[src/rtl/tccf_pkg.sv]
// Package for the TCP client connection block: shared types and constants.
// No dependencies; the other files that use it refer to it by scoped names.
`default_nettype none

package tccf_pkg;

  // Command codes of an input item
  localparam logic CMD_OPEN    = 1'b0;
  localparam logic CMD_SEGMENT = 1'b1;

  // TCP flag bits
  localparam logic [7:0] FL_NONE = 8'h00;
  localparam logic [7:0] FL_FIN  = 8'h01;
  localparam logic [7:0] FL_SYN  = 8'h02;
  localparam logic [7:0] FL_RST  = 8'h04;
  localparam logic [7:0] FL_ACK  = 8'h10;

  // Header constants
  localparam logic [10:0] HDR_LEN     = 11'd20;
  localparam logic [31:0] HDR_BYTES   = 32'd20;
  localparam logic [15:0] PSEUDO_WORD = 16'd26;     // protocol 6 plus length 20
  localparam logic [15:0] OFFSET_WORD = 16'h5000;   // data offset five words

  // Reset values
  localparam logic [15:0] RST_OPEN_SRC_PORT = 16'd1234;
  localparam logic [15:0] RST_OPEN_DST_PORT = 16'd4444;
  localparam logic [31:0] RST_INIT_SEQ      = 32'd1001;
  localparam logic [7:0]  RST_TIMEOUT       = 8'd30;
  localparam logic [15:0] RST_WINDOW        = 16'd1000;
  localparam logic [15:0] RST_DATA_TOTAL    = 16'd257;
  localparam logic [31:0] RST_SRC_ADDR      = 32'hC0A801E9;
  localparam logic [31:0] RST_DST_ADDR      = 32'hC0A80101;

  // Register indexes on the configuration port
  localparam int          PADDR_W = 5;
  localparam logic [2:0]  REG_OPEN_SRC_PORT = 3'd0;
  localparam logic [2:0]  REG_OPEN_DST_PORT = 3'd1;
  localparam logic [2:0]  REG_INIT_SEQ      = 3'd2;
  localparam logic [2:0]  REG_TIMEOUT       = 3'd3;
  localparam logic [2:0]  REG_WINDOW        = 3'd4;
  localparam logic [2:0]  REG_DATA_TOTAL    = 3'd5;

  // Configuration set
  typedef struct packed {
    logic [15:0] open_src_port;
    logic [15:0] open_dst_port;
    logic [31:0] initial_sequence;
    logic [7:0]  timeout_limit;
    logic [15:0] advertised_window;
    logic [15:0] data_total;
  } cfg_t;

  // Header to send, as queued between front and back
  typedef struct packed {
    logic [7:0]  flags;
    logic [15:0] src_port;
    logic [15:0] dst_port;
    logic [31:0] seq;
    logic [31:0] ack;
    logic [31:0] src_addr;
    logic [31:0] dst_addr;
    logic [15:0] window;
  } hdr_t;

endpackage

`default_nettype wire

[src/rtl/tccf_in_if.sv]
// Input channel of the TCP client connection block: valid/ready plus one item.
// Depends on nothing.
`default_nettype none

interface tccf_in_if;
  logic        valid;
  logic        ready;
  logic        command;
  logic [7:0]  seg_flags;
  logic [15:0] seg_src_port;
  logic [15:0] seg_dst_port;
  logic [31:0] seg_src_addr;
  logic [31:0] seg_dst_addr;
  logic [31:0] seg_seq;
  logic [31:0] seg_ack;
  logic [10:0] seg_length;

  modport source (
    output valid, command, seg_flags, seg_src_port, seg_dst_port,
           seg_src_addr, seg_dst_addr, seg_seq, seg_ack, seg_length,
    input  ready
  );
  modport sink (
    input  valid, command, seg_flags, seg_src_port, seg_dst_port,
           seg_src_addr, seg_dst_addr, seg_seq, seg_ack, seg_length,
    output ready
  );
endinterface

`default_nettype wire

[src/rtl/tccf_out_if.sv]
// Output channel of the TCP client connection block: valid/ready plus one header.
// Depends on nothing.
`default_nettype none

interface tccf_out_if;
  logic        valid;
  logic        ready;
  logic [7:0]  out_flags;
  logic [15:0] out_src_port;
  logic [15:0] out_dst_port;
  logic [31:0] out_seq;
  logic [31:0] out_ack;
  logic [15:0] out_checksum;

  modport source (
    output valid, out_flags, out_src_port, out_dst_port, out_seq, out_ack,
           out_checksum,
    input  ready
  );
  modport sink (
    input  valid, out_flags, out_src_port, out_dst_port, out_seq, out_ack,
           out_checksum,
    output ready
  );
endinterface

`default_nettype wire

[src/rtl/tccf_front.sv]
// Front part: accepts items, runs the connection state machine, queues headers.
// Depends on tccf_pkg and tccf_in_if.
`default_nettype none

module tccf_front (
  input  wire logic           clk,
  input  wire logic           rst,
  tccf_in_if.sink             in_ch,
  input  wire tccf_pkg::cfg_t cfg,
  input  wire logic           q_full,
  output tccf_pkg::hdr_t      hdr,
  output logic                push
);

  typedef enum logic [1:0] {
    ST_CLOSED      = 2'd0,
    ST_SYN_SENT    = 2'd1,
    ST_ESTABLISHED = 2'd2,
    ST_FIN_SENT    = 2'd3
  } conn_state_t;

  conn_state_t st, st_next, st_mid;
  logic [7:0]  idle_count, idle_count_next, idle_inc;
  logic [15:0] peer_src_port, peer_src_port_next;
  logic [15:0] peer_dst_port, peer_dst_port_next;
  logic [31:0] peer_src_addr, peer_src_addr_next;
  logic [31:0] peer_dst_addr, peer_dst_addr_next;
  logic [31:0] send_seq, send_seq_next;
  logic [31:0] recv_ack, recv_ack_next;
  logic [31:0] pos;
  logic [7:0]  emit_flags;
  logic        emit;
  logic        accept;
  logic        synack;
  logic        match;

  assign in_ch.ready = !q_full;
  assign accept      = in_ch.valid && in_ch.ready;

  assign match = (peer_src_port == in_ch.seg_src_port) &&
                 (peer_dst_port == in_ch.seg_dst_port) &&
                 (peer_src_addr == in_ch.seg_src_addr) &&
                 (peer_dst_addr == in_ch.seg_dst_addr);

  // Work out next connection state and whether a header goes out
  always_comb begin
    st_next            = st;
    st_mid             = st;
    idle_inc           = '0;
    idle_count_next    = idle_count;
    peer_src_port_next = peer_src_port;
    peer_dst_port_next = peer_dst_port;
    peer_src_addr_next = peer_src_addr;
    peer_dst_addr_next = peer_dst_addr;
    send_seq_next      = send_seq;
    recv_ack_next      = recv_ack;
    pos                = in_ch.seg_ack - (cfg.initial_sequence + 32'd1);
    emit               = 1'b0;
    emit_flags         = tccf_pkg::FL_NONE;
    synack             = 1'b0;
    if (in_ch.command == tccf_pkg::CMD_OPEN) begin
      // Restart the handshake
      peer_src_port_next = cfg.open_src_port;
      peer_dst_port_next = cfg.open_dst_port;
      send_seq_next      = cfg.initial_sequence;
      st_next            = ST_SYN_SENT;
      emit               = 1'b1;
      emit_flags         = tccf_pkg::FL_SYN;
    end else begin
      // Advance idle counter; force close at the limit
      if (st != ST_CLOSED) begin
        idle_inc = idle_count + 8'd1;
      end
      idle_count_next = idle_inc;
      if (idle_inc == cfg.timeout_limit) begin
        idle_count_next = '0;
        st_mid          = ST_CLOSED;
      end
      st_next = st_mid;
      synack  = ((in_ch.seg_flags & tccf_pkg::FL_SYN) != 8'd0) &&
                ((in_ch.seg_flags & tccf_pkg::FL_ACK) != 8'd0) &&
                (st_mid == ST_SYN_SENT);
      if (synack) begin
        // Capture the peer and acknowledge
        peer_src_port_next = in_ch.seg_src_port;
        peer_dst_port_next = in_ch.seg_dst_port;
        peer_src_addr_next = in_ch.seg_src_addr;
        peer_dst_addr_next = in_ch.seg_dst_addr;
        recv_ack_next      = in_ch.seg_seq + 32'd1;
        send_seq_next      = in_ch.seg_seq + 32'd2;
        st_next            = ST_ESTABLISHED;
        emit               = 1'b1;
        emit_flags         = tccf_pkg::FL_ACK;
      end else if (match) begin
        if ((in_ch.seg_flags & tccf_pkg::FL_RST) != 8'd0) begin
          st_next = ST_CLOSED;
        end else if (st_mid == ST_FIN_SENT) begin
          // Answer after FIN with reset
          send_seq_next = in_ch.seg_ack;
          st_next       = ST_CLOSED;
          emit          = 1'b1;
          emit_flags    = tccf_pkg::FL_RST;
        end else if (st_mid == ST_ESTABLISHED) begin
          recv_ack_next = in_ch.seg_seq +
                          ({21'd0, in_ch.seg_length} - tccf_pkg::HDR_BYTES);
          send_seq_next = in_ch.seg_ack;
          // Pure initial ACK from the peer: stay, send nothing
          if (!(pos == 32'd0 && in_ch.seg_length == tccf_pkg::HDR_LEN)) begin
            st_next = ST_FIN_SENT;
            emit    = 1'b1;
            if (pos == {16'd0, cfg.data_total}) begin
              emit_flags = tccf_pkg::FL_FIN | tccf_pkg::FL_ACK;
            end else begin
              emit_flags = tccf_pkg::FL_ACK;
            end
          end
        end
      end
    end
  end

  // Header carries the values after the update
  assign hdr.flags    = emit_flags;
  assign hdr.src_port = peer_dst_port_next;
  assign hdr.dst_port = peer_src_port_next;
  assign hdr.seq      = send_seq_next;
  assign hdr.ack      = recv_ack_next;
  assign hdr.src_addr = peer_src_addr_next;
  assign hdr.dst_addr = peer_dst_addr_next;
  assign hdr.window   = cfg.advertised_window;
  assign push         = accept && emit;

  // Hold connection state; update on each accepted item
  always_ff @(posedge clk) begin
    if (rst) begin
      st            <= ST_CLOSED;
      idle_count    <= '0;
      peer_src_port <= '0;
      peer_dst_port <= '0;
      peer_src_addr <= tccf_pkg::RST_SRC_ADDR;
      peer_dst_addr <= tccf_pkg::RST_DST_ADDR;
      send_seq      <= tccf_pkg::RST_INIT_SEQ;
      recv_ack      <= '0;
    end else if (accept) begin
      st            <= st_next;
      idle_count    <= idle_count_next;
      peer_src_port <= peer_src_port_next;
      peer_dst_port <= peer_dst_port_next;
      peer_src_addr <= peer_src_addr_next;
      peer_dst_addr <= peer_dst_addr_next;
      send_seq      <= send_seq_next;
      recv_ack      <= recv_ack_next;
    end
  end

  a_open_enters_syn_sent: assert property (@(posedge clk) disable iff (rst)
    accept && in_ch.command == tccf_pkg::CMD_OPEN |=> st == ST_SYN_SENT)
    else $error("open request did not enter SYN sent");

  a_closed_idle_clear: assert property (@(posedge clk) disable iff (rst)
    accept && in_ch.command == tccf_pkg::CMD_SEGMENT && st == ST_CLOSED
    |=> idle_count == 8'd0)
    else $error("idle counter not cleared by segment while closed");

  a_push_not_full: assert property (@(posedge clk) disable iff (rst)
    push |-> !q_full)
    else $error("header queued while queue full");

endmodule

`default_nettype wire

[src/rtl/tccf_queue.sv]
// Short header queue between the front and back parts.
// Depends on tccf_pkg.
`default_nettype none

module tccf_queue #(
  parameter int DEPTH = 4
) (
  input  wire logic           clk,
  input  wire logic           rst,
  input  wire logic           push,
  input  wire tccf_pkg::hdr_t push_hdr,
  output logic                full,
  input  wire logic           pop,
  output tccf_pkg::hdr_t      pop_hdr,
  output logic                not_empty
);

  localparam int PTR_W = (DEPTH > 1) ? $clog2(DEPTH) : 1;
  localparam int CNT_W = $clog2(DEPTH + 1);

  tccf_pkg::hdr_t    mem [DEPTH];
  logic [PTR_W-1:0]  wr_ptr, rd_ptr;
  logic [CNT_W-1:0]  count;

  assign full      = (count == CNT_W'(DEPTH));
  assign not_empty = (count != '0);
  assign pop_hdr   = mem[rd_ptr];

  // Store pushed header
  always_ff @(posedge clk) begin
    if (push) begin
      mem[wr_ptr] <= push_hdr;
    end
  end

  // Advance pointers and fill count
  always_ff @(posedge clk) begin
    if (rst) begin
      wr_ptr <= '0;
      rd_ptr <= '0;
      count  <= '0;
    end else begin
      if (push) begin
        wr_ptr <= (wr_ptr == PTR_W'(DEPTH - 1)) ? '0 : wr_ptr + 1'b1;
      end
      if (pop) begin
        rd_ptr <= (rd_ptr == PTR_W'(DEPTH - 1)) ? '0 : rd_ptr + 1'b1;
      end
      if (push && !pop) begin
        count <= count + 1'b1;
      end else if (pop && !push) begin
        count <= count - 1'b1;
      end
    end
  end

  a_no_overflow: assert property (@(posedge clk) disable iff (rst)
    push |-> !full)
    else $error("queue overflow");

  a_no_underflow: assert property (@(posedge clk) disable iff (rst)
    pop |-> not_empty)
    else $error("queue underflow");

  a_count_bound: assert property (@(posedge clk) disable iff (rst)
    count <= CNT_W'(DEPTH))
    else $error("queue fill count out of range");

endmodule

`default_nettype wire

[src/rtl/tccf_back.sv]
// Back part: sums the header checksum and holds the result for the receiver.
// Depends on tccf_pkg and tccf_out_if.
`default_nettype none

module tccf_back (
  input  wire logic           clk,
  input  wire logic           rst,
  input  wire logic           q_valid,
  input  wire tccf_pkg::hdr_t q_hdr,
  output logic                pop,
  tccf_out_if.source          out_ch
);

  logic           sum_valid;
  tccf_pkg::hdr_t sum_hdr;
  logic [19:0]    sum;
  logic [19:0]    sum_in;
  logic [16:0]    fold1;
  logic [16:0]    fold2;
  logic           out_adv;

  // Ones'-complement sum of pseudo-header and header words
  assign sum_in = 20'(q_hdr.src_addr[31:16]) + 20'(q_hdr.src_addr[15:0]) +
                  20'(q_hdr.dst_addr[31:16]) + 20'(q_hdr.dst_addr[15:0]) +
                  20'(tccf_pkg::PSEUDO_WORD) +
                  20'(q_hdr.src_port) + 20'(q_hdr.dst_port) +
                  20'(q_hdr.seq[31:16]) + 20'(q_hdr.seq[15:0]) +
                  20'(q_hdr.ack[31:16]) + 20'(q_hdr.ack[15:0]) +
                  20'(tccf_pkg::OFFSET_WORD | {8'd0, q_hdr.flags}) +
                  20'(q_hdr.window);

  // Fold carries twice
  assign fold1 = 17'(sum[19:16]) + 17'(sum[15:0]);
  assign fold2 = 17'(fold1[16]) + 17'(fold1[15:0]);

  assign out_adv = sum_valid && (!out_ch.valid || out_ch.ready);
  assign pop     = q_valid && (!sum_valid || out_adv);

  // Sum stage
  always_ff @(posedge clk) begin
    if (rst) begin
      sum_valid <= 1'b0;
    end else if (pop) begin
      sum_valid <= 1'b1;
    end else if (out_adv) begin
      sum_valid <= 1'b0;
    end
  end

  always_ff @(posedge clk) begin
    if (pop) begin
      sum_hdr <= q_hdr;
      sum     <= sum_in;
    end
  end

  // Output register; drop valid once taken
  always_ff @(posedge clk) begin
    if (rst) begin
      out_ch.valid <= 1'b0;
    end else if (out_adv) begin
      out_ch.valid <= 1'b1;
    end else if (out_ch.ready) begin
      out_ch.valid <= 1'b0;
    end
  end

  always_ff @(posedge clk) begin
    if (out_adv) begin
      out_ch.out_flags    <= sum_hdr.flags;
      out_ch.out_src_port <= sum_hdr.src_port;
      out_ch.out_dst_port <= sum_hdr.dst_port;
      out_ch.out_seq      <= sum_hdr.seq;
      out_ch.out_ack      <= sum_hdr.ack;
      out_ch.out_checksum <= ~fold2[15:0];
    end
  end

  a_pop_when_room: assert property (@(posedge clk) disable iff (rst)
    pop |-> q_valid)
    else $error("pop without queued header");

  a_sum_moves_out: assert property (@(posedge clk) disable iff (rst)
    out_adv |=> out_ch.valid)
    else $error("summed header did not reach output");

  a_no_sum_overwrite: assert property (@(posedge clk) disable iff (rst)
    sum_valid && !out_adv |-> !pop)
    else $error("sum stage overwritten while held");

endmodule

`default_nettype wire

[src/rtl/tcp_client_connection_fsm_top.sv]
// TCP client connection block, top level: configuration registers and wiring.
// Depends on tccf_pkg, tccf_in_if, tccf_out_if, tccf_front, tccf_queue, tccf_back.
//
// Usage:
//  in_ch carries open requests (command 0) and parsed received segment headers
//  (command 1); out_ch carries the 20-byte headers to send, zero or one per
//  input item, with the checksum over pseudo-header and header filled in.
//  Both channels move an item when valid and ready are high at a clock edge.
//  The APB port writes the six settings at byte address 4*index; pready is
//  always high and reads return the stored value. Write only while idle.
//  Throughput: one item per cycle while the queue is not full. The
//  connection state updates in the cycle an item is accepted, so a following
//  item sees it at once. A header is written to the queue at the accepting
//  edge, then passes the checksum register and the output register to out_ch.
//  When the receiver stalls, headers pile up in the sum stage, the queue of
//  QUEUE_DEPTH entries and the output register; in_ch.ready drops only when
//  the queue is full. Items that send nothing still wait for that room.
//  Reset (rst, synchronous) closes the connection, loads the default
//  settings and addresses and empties the queue and output stages.
`default_nettype none

module tcp_client_connection_fsm_top #(
  parameter int QUEUE_DEPTH = 4
) (
  input  wire logic                          clk,
  input  wire logic                          rst,
  tccf_in_if.sink                            in_ch,
  tccf_out_if.source                         out_ch,
  input  wire logic                          psel,
  input  wire logic                          penable,
  input  wire logic                          pwrite,
  input  wire logic [tccf_pkg::PADDR_W-1:0]  paddr,
  input  wire logic [31:0]                   pwdata,
  output logic [31:0]                        prdata,
  output logic                               pready
);

  tccf_pkg::cfg_t cfg;
  tccf_pkg::hdr_t push_hdr;
  tccf_pkg::hdr_t pop_hdr;
  logic           push;
  logic           pop;
  logic           q_full;
  logic           q_valid;
  logic           cfg_wr;
  logic [2:0]     reg_idx;

  assign pready  = 1'b1;
  assign cfg_wr  = psel && penable && pwrite && pready;
  assign reg_idx = paddr[tccf_pkg::PADDR_W-1:2];

  // Write settings
  always_ff @(posedge clk) begin
    if (rst) begin
      cfg.open_src_port     <= tccf_pkg::RST_OPEN_SRC_PORT;
      cfg.open_dst_port     <= tccf_pkg::RST_OPEN_DST_PORT;
      cfg.initial_sequence  <= tccf_pkg::RST_INIT_SEQ;
      cfg.timeout_limit     <= tccf_pkg::RST_TIMEOUT;
      cfg.advertised_window <= tccf_pkg::RST_WINDOW;
      cfg.data_total        <= tccf_pkg::RST_DATA_TOTAL;
    end else if (cfg_wr) begin
      case (reg_idx)
        tccf_pkg::REG_OPEN_SRC_PORT: cfg.open_src_port     <= pwdata[15:0];
        tccf_pkg::REG_OPEN_DST_PORT: cfg.open_dst_port     <= pwdata[15:0];
        tccf_pkg::REG_INIT_SEQ:      cfg.initial_sequence  <= pwdata;
        tccf_pkg::REG_TIMEOUT:       cfg.timeout_limit     <= pwdata[7:0];
        tccf_pkg::REG_WINDOW:        cfg.advertised_window <= pwdata[15:0];
        tccf_pkg::REG_DATA_TOTAL:    cfg.data_total        <= pwdata[15:0];
        default: ;
      endcase
    end
  end

  // Read back settings
  always_comb begin
    case (reg_idx)
      tccf_pkg::REG_OPEN_SRC_PORT: prdata = {16'd0, cfg.open_src_port};
      tccf_pkg::REG_OPEN_DST_PORT: prdata = {16'd0, cfg.open_dst_port};
      tccf_pkg::REG_INIT_SEQ:      prdata = cfg.initial_sequence;
      tccf_pkg::REG_TIMEOUT:       prdata = {24'd0, cfg.timeout_limit};
      tccf_pkg::REG_WINDOW:        prdata = {16'd0, cfg.advertised_window};
      tccf_pkg::REG_DATA_TOTAL:    prdata = {16'd0, cfg.data_total};
      default:                     prdata = '0;
    endcase
  end

  tccf_front u_front (
    .clk    (clk),
    .rst    (rst),
    .in_ch  (in_ch),
    .cfg    (cfg),
    .q_full (q_full),
    .hdr    (push_hdr),
    .push   (push)
  );

  tccf_queue #(
    .DEPTH (QUEUE_DEPTH)
  ) u_queue (
    .clk       (clk),
    .rst       (rst),
    .push      (push),
    .push_hdr  (push_hdr),
    .full      (q_full),
    .pop       (pop),
    .pop_hdr   (pop_hdr),
    .not_empty (q_valid)
  );

  tccf_back u_back (
    .clk     (clk),
    .rst     (rst),
    .q_valid (q_valid),
    .q_hdr   (pop_hdr),
    .pop     (pop),
    .out_ch  (out_ch)
  );

endmodule

`default_nettype wire

[src/flat_wrapper.sv]
// flat-port wrapper written by rule: the top's interface ports become plain ports
module tcp_client_connection_fsm_top_flat 
#(
  parameter int QUEUE_DEPTH = 4
)
  (clk, rst, psel, penable, pwrite, paddr, pwdata, prdata, pready, in_ch_valid, in_ch_command, in_ch_seg_flags, in_ch_seg_src_port, in_ch_seg_dst_port, in_ch_seg_src_addr, in_ch_seg_dst_addr, in_ch_seg_seq, in_ch_seg_ack, in_ch_seg_length, in_ch_ready, out_ch_valid, out_ch_out_flags, out_ch_out_src_port, out_ch_out_dst_port, out_ch_out_seq, out_ch_out_ack, out_ch_out_checksum, out_ch_ready);
  tccf_in_if in_ch_i ();
  tccf_out_if out_ch_i ();
  input  wire logic clk;
  input  wire logic rst;
  input  wire logic psel;
  input  wire logic penable;
  input  wire logic pwrite;
  input  wire logic [tccf_pkg::PADDR_W-1:0] paddr;
  input  wire logic [31:0] pwdata;
  output logic [31:0] prdata;
  output logic pready;
  input wire logic [$bits(in_ch_i.valid)-1:0] in_ch_valid;
  input wire logic [$bits(in_ch_i.command)-1:0] in_ch_command;
  input wire logic [$bits(in_ch_i.seg_flags)-1:0] in_ch_seg_flags;
  input wire logic [$bits(in_ch_i.seg_src_port)-1:0] in_ch_seg_src_port;
  input wire logic [$bits(in_ch_i.seg_dst_port)-1:0] in_ch_seg_dst_port;
  input wire logic [$bits(in_ch_i.seg_src_addr)-1:0] in_ch_seg_src_addr;
  input wire logic [$bits(in_ch_i.seg_dst_addr)-1:0] in_ch_seg_dst_addr;
  input wire logic [$bits(in_ch_i.seg_seq)-1:0] in_ch_seg_seq;
  input wire logic [$bits(in_ch_i.seg_ack)-1:0] in_ch_seg_ack;
  input wire logic [$bits(in_ch_i.seg_length)-1:0] in_ch_seg_length;
  output wire logic [$bits(in_ch_i.ready)-1:0] in_ch_ready;
  output wire logic [$bits(out_ch_i.valid)-1:0] out_ch_valid;
  output wire logic [$bits(out_ch_i.out_flags)-1:0] out_ch_out_flags;
  output wire logic [$bits(out_ch_i.out_src_port)-1:0] out_ch_out_src_port;
  output wire logic [$bits(out_ch_i.out_dst_port)-1:0] out_ch_out_dst_port;
  output wire logic [$bits(out_ch_i.out_seq)-1:0] out_ch_out_seq;
  output wire logic [$bits(out_ch_i.out_ack)-1:0] out_ch_out_ack;
  output wire logic [$bits(out_ch_i.out_checksum)-1:0] out_ch_out_checksum;
  input wire logic [$bits(out_ch_i.ready)-1:0] out_ch_ready;
  assign in_ch_i.valid = in_ch_valid;
  assign in_ch_i.command = in_ch_command;
  assign in_ch_i.seg_flags = in_ch_seg_flags;
  assign in_ch_i.seg_src_port = in_ch_seg_src_port;
  assign in_ch_i.seg_dst_port = in_ch_seg_dst_port;
  assign in_ch_i.seg_src_addr = in_ch_seg_src_addr;
  assign in_ch_i.seg_dst_addr = in_ch_seg_dst_addr;
  assign in_ch_i.seg_seq = in_ch_seg_seq;
  assign in_ch_i.seg_ack = in_ch_seg_ack;
  assign in_ch_i.seg_length = in_ch_seg_length;
  assign in_ch_ready = in_ch_i.ready;
  assign out_ch_valid = out_ch_i.valid;
  assign out_ch_out_flags = out_ch_i.out_flags;
  assign out_ch_out_src_port = out_ch_i.out_src_port;
  assign out_ch_out_dst_port = out_ch_i.out_dst_port;
  assign out_ch_out_seq = out_ch_i.out_seq;
  assign out_ch_out_ack = out_ch_i.out_ack;
  assign out_ch_out_checksum = out_ch_i.out_checksum;
  assign out_ch_i.ready = out_ch_ready;
  tcp_client_connection_fsm_top #(.QUEUE_DEPTH(QUEUE_DEPTH)) u_core (.clk(clk), .rst(rst), .in_ch(in_ch_i), .out_ch(out_ch_i), .psel(psel), .penable(penable), .pwrite(pwrite), .paddr(paddr), .pwdata(pwdata), .prdata(prdata), .pready(pready));
endmodule
[config.mk]
export PLATFORM = sky130hd
export DESIGN_NAME = tcp_client_connection_fsm_top_flat
export DESIGN_NICKNAME = d
export VERILOG_FILES = /design/src/rtl/tccf_pkg.sv /design/src/rtl/tccf_in_if.sv /design/src/rtl/tccf_out_if.sv /design/src/rtl/tccf_front.sv /design/src/rtl/tccf_queue.sv /design/src/rtl/tccf_back.sv /design/src/rtl/tcp_client_connection_fsm_top.sv /design/src/flat_wrapper.sv
export SDC_FILE = /design/constraint.sdc
export NUM_CORES = 2
export LEC_CHECK = 0
export ABC_AREA = 1
export ABC_CLOCK_PERIOD_IN_PS = 15500
export BUFFER_PORTS_ARGS = -buffer_cell sky130_fd_sc_hd__buf_2
export CORE_MARGIN = 1.5
export CORE_UTILIZATION = 40
export CTS_CLUSTER_SIZE = 25
export DETAILED_ROUTE_END_ITERATION = 6
export GPL_TIMING_DRIVEN = 1
export SYNTH_ARGS = -nofsm -noshare
export SYNTH_HDL_FRONTEND = slang
export SYNTH_SLANG_ARGS = --single-unit
[constraint.sdc]
create_clock -name clk -period 15.5 [get_ports clk]
set_input_delay 2.325 -clock clk [delete_from_list [all_inputs] [get_ports clk]]
set_output_delay 2.325 -clock clk [all_outputs]
set_load 0.02 [all_outputs]
==> flow_summary.yaml <==
run_status:
  outcome: "completed"
route:
  wire_per_inst_um: 22.95
  detail_route.vias_per_cell: 5.348
  routed_wl_um: 198100
  firstDrtPassIters: 6
  drt.antenna.violating_nets: 0
  drt-initial-drc-count: 4585
  vias: 46156
  drc: 0
timing:
  drv_slew: 0
  clock_skew_ns: 0.03010
  fin_crit_sh_pct: 58.53
  rsz0062_at_grt: "no"
  relSlewSlack_pct: 18.03
  setup_viol: 0
  fmax_ghz: 0.1102
  fin_setup_tns_ns: 0
  min_period_ns: 9.071
  worst_pin_slew_ns: 1.220
  timing.final.hold_violations: 0
yosys:
  synthFlopType: "edfxtp_1"
  yosysMostFrequentCell: "nand2_1"
  synthCells: 6210
  async_flop_share_pct: 0
  syn_area_mm2: 0.06073
  synth_fa_ha_area_share_pct: 7.293
  avgSynthCellArea_um2: 9.780
  synth_top_family_by_area: "simple AND/OR/NAND/NOR gates"
  synth-xor-area-share_pct: 2.841
  synth-compound-area-share_pct: 12.68
  synth.area.mux_share_pct: 0
  synth_top_area_share_pct: 47.27
  synth-edff-count: 956
  synth_area_leaders: "edfxtp_1, dfxtp_1, nand2_1, inv_1, fa_1"
  synth_warnings: 0
  synth_cell_types: 56
  yosysTopAreaCell: "edfxtp_1"
  ys_ff_latch: 1241
  yosysSeqAreaShare_pct: 56.66
  netlist_top_cells_count: "nand2_1, edfxtp_1, inv_1"
  synth-simple-area-share_pct: 13.73
die:
  core_region_area_mm2: 0.1503
  die_height_um: 392.7
  rows: 142
  initial_core_util_pct: 40.40
  die_x_um: 392.7
  ios: 379
  die-area_mm2: 0.1542
worst_setup_path:
  critPathBufInv: 5
  slowest_delay_ns: 0.62
  arrival_ns: 9.59
  reg2reg_setup_slack_ns: 6.43
  worst_r2r_endpoint: "u_core.u_back.sum[17]"
  crit_top_cell: "nand2_1"
  critPathKind: "flop to flop"
  cp_top_family: "adder cells"
  start_kind: "flop"
  cp_slowest_cell: "buf_4"
  r2r_cells: 34
  crit_required_ns: 16.02
  cp.depth: 34
  crit_path_end_kind: "flop"
  cp_max_fo: 53
clocking:
  cts.path.max_buffers: 3
  cts_sinks: 1241
  cts-hold-fix-buffers: 0
  clkTransAtPathRegs_ns: 0.06
  insertion_delay_ns: 0.78
  root_buffer: "clkbuf_16"
  cts-buffers-inserted: 138
  cts_max_level: 4
  cts_tree: "built"
  cts_setup_buffers: 0
  ctsResizeCount: 0
hold_path:
  whs_path_depth: 0
  min_from: "u_core.u_back.sum_hdr[107]"
  min_to: "u_core.u_back.out_ch.out_ack[27]"
  hp-class: "flop to flop"
final_layout:
  drive_gt1_share_pct: 10.13
  fin_nets: 6992
  synthToLayoutAreaGrowth_pct: 13.35
grt:
  grt_pass1_vias: 42369
  antenna_found_initial: 33
  grt_max_degree: 128
  grt_first_pass_wirelength_um: 284500
  grt_overflow_total: 0
  grt_usage_pct: 25.32
place:
  place.gp.congestion: 0.9536
  dp_hpwl_um: 143700
  portBuffers: 366
job:
  maxCapViolations: 0
[cells in the final DEF, fill, tap and decap left out, drive strengths merged, types with 168 or more instances in the layout]
cell / netlist / layout
dfxtp: 285 / 285
edfxtp: 956 / 956
a21oi: 359 / 359
o22ai: 168 / 168
buf: 60 / 413
nand2: 1012 / 1012
nor2: 684 / 684
o21ai: 676 / 676
clkbuf: 211 / 186
inv: 785 / 794
nand3: 188 / 188
[routing by layer]
metal  GRT usage (%)  up-vias  share of wire (%)
met2           40.56     1792                 46
met3           3.987      309                7.7
li1                -    21674                  -
met1           34.92    22369                 42
met4           8.635       12                3.5
met5               0        -              0.037
[per-stage QoR]
step	hold WS [ns]	utilization [%]	setup slack, ns	std cells	area [µm²]
final	0.4110	45.80	6.429	8630	68840
after global routing	0.4138	45.78	5.997	8622	68820
after CTS	0.4082	45.78	6.353	8619	68810
after detailed placement	0.4045	42.85	6.360	8371	64400
after global placement	0.4018	42.85	6.385	8371	64400
after floorplan	0.4003	-	3.125	6213	60740
[cell families after synthesis]
group,after synthesis
AO/OA/AOI/OAI,1390
AND/OR/NAND/NOR,2047
flip-flops,1241
buffers and inverters,1060
other,2
adder cells (fa/ha/maj),273
XOR/XNOR,197
[worst max-delay path by stage]
stage	to	startpoint	slack, ns
after floorplan	u_core.u_queue.mem[0][0]	in_ch_seg_ack[0]	3.12
after global placement	u_core.u_back.sum[17]	flop	6.39
after detailed placement	u_core.u_back.sum[17]	flop	6.36
after CTS	u_core.u_back.sum[17]	flop	6.35
after global routing	u_core.u_back.sum[17]	flop	6.00
final	u_core.u_back.sum[17]	flop	6.43
[cell type report]
cell class	count	area (µm²)
clock inverter	62	560.5
antenna	11	27.53
multi-input combinational	3912	22270
tap	2016	2522
timing repair buffer	413	2212
sequential	1241	34420
fill	14274	81470
clock buffer	186	3849
inverter	789	2977
[registers in the layout, summed over array words and instances, names as in the netlist, 20 cells and up, named ones only]
signal,flops
u_core.u_front.recv_ack,32
u_core.u_front.peer_dst_addr,32
u_core.cfg,104
u_core.u_queue.mem,720
u_core.u_back.out_ch.out_seq,32
u_core.u_back.sum_hdr,100
u_core.u_front.send_seq,32
u_core.u_back.out_ch.out_ack,32
u_core.u_back.sum,20
u_core.u_front.peer_src_addr,32
Power is not shown: default switching activity piles up to over one toggle a cycle in this logic, so the estimate is an artifact.
